**src/rtl/lpbf_pkg.sv**
```systemverilog
`default_nettype none
package lpbf_pkg;
  localparam int unsigned MaxNodes = 4096;
  localparam int unsigned MaxEdges = 8192;
  localparam int unsigned NodeW = $clog2(MaxNodes);
  localparam int unsigned EdgeW = $clog2(MaxEdges);
  localparam int unsigned CntW = EdgeW + 1;
  localparam int unsigned NcW = 13;

  typedef struct packed {
    logic [11:0] from_node;
    logic [11:0] to_node;
    logic signed [31:0] edge_weight;
    logic last_edge;
  } edge_req_t;

  typedef struct packed {
    logic signed [63:0] best_score;
    logic unbounded_flag;
    logic unreachable_flag;
    logic overflow_flag;
  } result_t;

  typedef enum logic [3:0] {
    StIdle, StClear, StReach, StInit, StRelax, StCheck, StFinal, StOut
  } state_e;

  // Sweep kinds executed by the datapath.
  typedef enum logic [1:0] {
    SwReach, SwRelax, SwCheck
  } sweep_e;

  typedef struct packed {
    logic   clear_start;
    logic   sweep_start;
    sweep_e sweep_kind;
    logic   final_read;
    logic   result_load;
    logic   store_reset;
  } cmd_t;

  typedef struct packed {
    logic clear_done;
    logic sweep_done;
    logic changed;
    logic hit;
    logic final_done;
  } status_t;
endpackage
`default_nettype wire

```
**src/rtl/lpbf_ctrl.sv**
```systemverilog
`default_nettype none
module lpbf_ctrl
  import lpbf_pkg::*;
(
  input  wire logic           clk_i,
  input  wire logic           rst_ni,
  input  wire logic           last_i,
  input  wire logic [NodeW:0] n_i,
  input  var  status_t        status_i,
  input  wire logic           out_taken_i,
  output      cmd_t           cmd_o,
  output      logic           busy_o,
  output      logic           out_valid_o
);
  state_e state_q, state_d;
  logic [NodeW:0] round_q, round_d;

  always_comb begin
    state_d = state_q;
    round_d = round_q;
    case (state_q)
      StIdle: if (last_i) state_d = StClear;
      StClear: if (status_i.clear_done) begin
        state_d = StReach;
        round_d = '0;
      end
      StReach: if (status_i.sweep_done) begin
        round_d = round_q + (NodeW+1)'(1);
        if (!status_i.changed || round_q + (NodeW+1)'(1) >= n_i) begin
          state_d = StRelax;
          round_d = (NodeW+1)'(1);
        end
      end
      StRelax: if (status_i.sweep_done || round_q >= n_i) begin
        round_d = round_q + (NodeW+1)'(1);
        if (round_q >= n_i || !status_i.changed || round_q + (NodeW+1)'(1) >= n_i)
          state_d = StCheck;
      end
      StCheck: if (status_i.sweep_done) state_d = StFinal;
      StFinal: if (status_i.final_done) state_d = StInit;
      StInit: state_d = StOut;
      StOut: if (out_taken_i) state_d = StIdle;
      default: state_d = StIdle;
    endcase
  end

  // A sweep is started on entry to a sweeping state and after each done.
  logic start_q;
  always_comb begin
    cmd_o = '0;
    cmd_o.sweep_kind = SwReach;
    case (state_q)
      StIdle: cmd_o.clear_start = last_i;
      StReach: begin
        cmd_o.sweep_kind = SwReach;
        cmd_o.sweep_start = start_q;
      end
      StRelax: begin
        cmd_o.sweep_kind = SwRelax;
        cmd_o.sweep_start = start_q && round_q < n_i;
      end
      StCheck: begin
        cmd_o.sweep_kind = SwCheck;
        cmd_o.sweep_start = start_q;
      end
      StFinal: cmd_o.final_read = start_q;
      StInit: begin
        cmd_o.result_load = 1'b1;
        cmd_o.store_reset = 1'b1;
      end
      default: ;
    endcase
  end

  assign busy_o = (state_q != StIdle);
  assign out_valid_o = (state_q == StOut);

  always_ff @(posedge clk_i or negedge rst_ni) begin
    if (!rst_ni) begin
      state_q <= StIdle;
      round_q <= '0;
      start_q <= 1'b0;
    end else begin
      state_q <= state_d;
      round_q <= round_d;
      start_q <= (state_d != state_q) || status_i.sweep_done;
    end
  end
endmodule
`default_nettype wire

```
**config.mk**
```make
export PLATFORM = sky130hd
export DESIGN_NAME = lpbf_ctrl
export DESIGN_NICKNAME = d
export VERILOG_FILES = /design/src/rtl/lpbf_pkg.sv /design/src/rtl/lpbf_ctrl.sv
export SDC_FILE = /design/constraint.sdc
export NUM_CORES = 1
export LEC_CHECK = 0
export ABC_AREA = 1
export BUFFER_PORTS_ARGS = -buffer_cell sky130_fd_sc_hd__buf_2
export CORE_MARGIN = 2
export CORE_UTILIZATION = 56
export DETAILED_ROUTE_END_ITERATION = 8
export PLACE_DENSITY = 0.88
export SETUP_SLACK_MARGIN = 0.5
export SYNTH_ARGS = -nofsm -noshare
export SYNTH_HDL_FRONTEND = slang
export SYNTH_SLANG_ARGS = --single-unit
```
**constraint.sdc**
```tcl
create_clock -name clk_i -period 5.1 [get_ports clk_i]
set_input_delay 0.255 -clock clk_i [delete_from_list [all_inputs] [get_ports clk_i]]
set_output_delay 0.255 -clock clk_i [all_outputs]
set_load 0.02 [all_outputs]
```
==> impl_metrics.json <==
{
  "hpwl_mm": 3.314,
  "final_cell_area_sq_um": 2151,
  "synth_top_area_frac": 0.2300,
  "gr-total-overflow": 0,
  "wl_per_cell_um": 11.60,
  "regArea_sq_um": 450.4,
  "synthTopCellsByArea": "dfrtp_1, ha_1, nand2_1, inv_1, nand4_1",
  "cp-start-kind": "flip-flop",
  "post_cts_buffers": 0,
  "nNetsFinal": 365,
  "ios": 31,
  "n_fill_cell": 321,
  "drive_above_1_share": 0.1847,
  "fin_crit_sh": 0.5810,
  "cts_sinks": 18,
  "synth.avg_cell_area_sq_um": 6.847,
  "min_path_type": "in2reg",
  "skew_ns": 0.001110,
  "power_density_nw_per_um2": 192.9,
  "synthDistinctLibCells": 28,
  "grt_first_pass_wirelength_mm": 7.424,
  "start_util": 0.5868,
  "detail_route.vias_per_cell": 5.214,
  "cts-root-buf": "clkbuf_4",
  "post-route-util": 0.6445,
  "grt_pass1_vias": 1802,
  "drt_iter0_markers": 116,
  "grt_util_all_layers": 0.2292,
  "grt_antenna_before_repair": 0,
  "placed_cell_area_sq_um": 2118,
  "io_buffers": 29,
  "drt_wl_total_mm": 4.175,
  "ys_seq_elements": 18,
  "place_congestion": 0.8949,
  "first_pass_iters": 4,
  "vias": 1877,
  "cp.required_ns": 5.35,
  "worst_setup_path_end_kind": "flip-flop",
  "multi_input_area_sq_um": 1266,
  "dieArea_sq_um": 3985,
  "rr_worst_depth": 16,
  "rsz0062_at_grt": "false",
  "postCtsHoldBufs": 1,
  "ctsResizeCount": 0,
  "drv_slew": 0,
  "syn-num-nets": 335,
  "hold_depth": 5,
  "yosysTopAreaCell": "dfrtp_1",
  "path_class": "reg2reg",
  "fmax_mhz": 337.5,
  "path_clk_slew_ns": 0.10,
  "critPathMaxFanout": 12,
  "final-hold-violation-count": 0,
  "ant_nets": 0,
  "coreArea_sq_um": 3337,
  "synth_cells": 286,
  "crit_arrival_ns": 3.21,
  "leakage_uw": 0.001322,
  "final-setup-viol-count": 0,
  "irDropWorstVdd_mv": 0.1569,
  "die_w_um": 63.13,
  "fp-row-count": 21,
  "seq_area_frac_synth": 0.2300,
  "synth_warnings": 0,
  "finalCriticalPeriod_ns": 2.963,
  "status": "finished, final reports clean",
  "clk_latency_ns": 0.30,
  "tritoncts": "done",
  "setup_tns_ns": 0,
  "clk_path_buf_depth": 2,
  "htree_num_levels": 1,
  "grt_max_degree": 19,
  "diodes": 0,
  "netlist_area_sq_um": 1958,
  "numCtsBuffers": 3,
  "drv_cap": 0,
  "area.growth.synth_to_final_pct": 9.840,
  "die_y_um": 63.13,
  "drc": 0
}
## state kept, by name, indices dropped and copies added (netlist names)
signal	flops
round_q	13
state_q	4
start_q	1
## area by class of cell
| type | count | share of cell area |
|---|---|---|
| multi-input cells | 210 | 0.5887 |
| repair buffers | 30 | 0.07214 |
| well taps | 46 | 0.02676 |
| clock buffers | 3 | 0.01047 |
| inverters | 53 | 0.09250 |
| flip-flops and latches | 18 | 0.2094 |
## critical path, stage by stage (launching register included)
cell and delay [ns]:
dfrtp_1 0.42, ha_1 0.20, nand2_1 0.08, nor2_2 0.18, nand2_1 0.12, nor4_2 0.19
xor2_1 0.23, ha_1 0.29, nand2_1 0.08, nand2_1 0.04, nor2_1 0.08, nand2_1 0.06
a21oi_1 0.16, nand2_1 0.14, nand2_1 0.37, nand4_1 0.17, nand2_1 0.09
## power by group
part | switching [uW] | internal, uW | total [uW]
clock | 47.2 | 27.6 | 74.8
combinational | 105 | 59.9 | 165
sequential | 19.1 | 156 | 175
## kinds of logic after synthesis
kind of cell / after synthesis / synth area share
AO/OA/AOI/OAI: 21 / 0.05623
adder cells (fa/ha/maj): 27 / 0.1725
buffers and inverters: 58 / 0.1233
other: 1 / 0.001915
XOR/XNOR: 11 / 0.04920
AND/OR/NAND/NOR: 150 / 0.3668
flip-flops: 18 / 0.2300
## final timing paths
kind                                    startpoint                       to  slack [ns]
hold reg to reg            round_q[11]$_DFFE_PN0P_  round_q[11]$_DFFE_PN0P_        0.54
max in group asynchronous                   rst_ni  round_q[10]$_DFFE_PN0P_        4.40
hold / removal                         status_i[4]     state_q[1]$_DFF_PN0_        0.31
setup / recovery            round_q[1]$_DFFE_PN0P_   round_q[1]$_DFFE_PN0P_        2.14
min in group asynchronous                   rst_ni   round_q[6]$_DFFE_PN0P_        0.41
setup reg to reg            round_q[1]$_DFFE_PN0P_   round_q[1]$_DFFE_PN0P_        2.14
## per-layer routing
metal / global-route usage / vias to the layer above / routed length, um
met4: 0.08333 / 0 / 44
met3: 0.02500 / 5 / 167
met5: 0 / - / 0
li1: - / 975 / -
met2: 0.4109 / 41 / 2066
met1: 0.2818 / 856 / 1896
## synth_stat cells
cell type  count
nand2_1       72
dfrtp_1       18
inv_1         46
ha_1          27
o22ai_1        1
nor2_2         4
buf_2          3
conb_1         1
a31oi_1        1
nand4_1       16
clkinv_1       1
buf_4          1
o21ai_0        4
nor3_2         1
nor3_1         7
nand2_4        1
a21oi_1       11
o21ai_1        3
nor2_1        19
nand2_2       11
nand3_1       15
buf_12         1
and3_1         1
nor3_4         2
xor2_1        11
nor4_2         1
o21bai_1       1
inv_2          6
## metrics by stage
stage / hold slack [ns] / std cells / power (uW) / setup slack [ns]
floorplan: -0.04059 / 286 / 303.6 / 2.686
global placement: 0.2135 / 356 / 334.1 / 2.227
detailed placement: 0.2177 / 356 / 340.8 / 2.187
CTS: 0.3013 / 360 / 417.2 / 2.152
global route: 0.3554 / 360 / 451.9 / 1.834
finish: 0.3088 / 360 / 415.0 / 2.137
## cell usage in the layout, fill, tap and decap left out
| cell type | count |
|---|---|
| nor2_2 | 4 |
| buf_2 | 29 |
| nand2_4 | 1 |
| nor2_1 | 19 |
| o21ai_1 | 3 |
| o22ai_1 | 1 |
| a21oi_1 | 11 |
| o21bai_1 | 1 |
| nand3_1 | 15 |
| nand2_2 | 11 |
| nand2_1 | 72 |
| inv_1 | 46 |
| and3_1 | 1 |
| dlygate4sd3_1 | 1 |
| a31oi_1 | 1 |
| inv_2 | 6 |
| nand4_1 | 16 |
| nor3_4 | 2 |
| clkinv_1 | 1 |
| nor3_2 | 1 |
| nor3_1 | 7 |
| nor4_2 | 1 |
| ha_1 | 27 |
| o21ai_0 | 4 |
| xor2_1 | 11 |
| dfrtp_1 | 18 |
| conb_1 | 1 |
| clkbuf_4 | 3 |
Note: power is estimated with default switching activity, not from simulation.
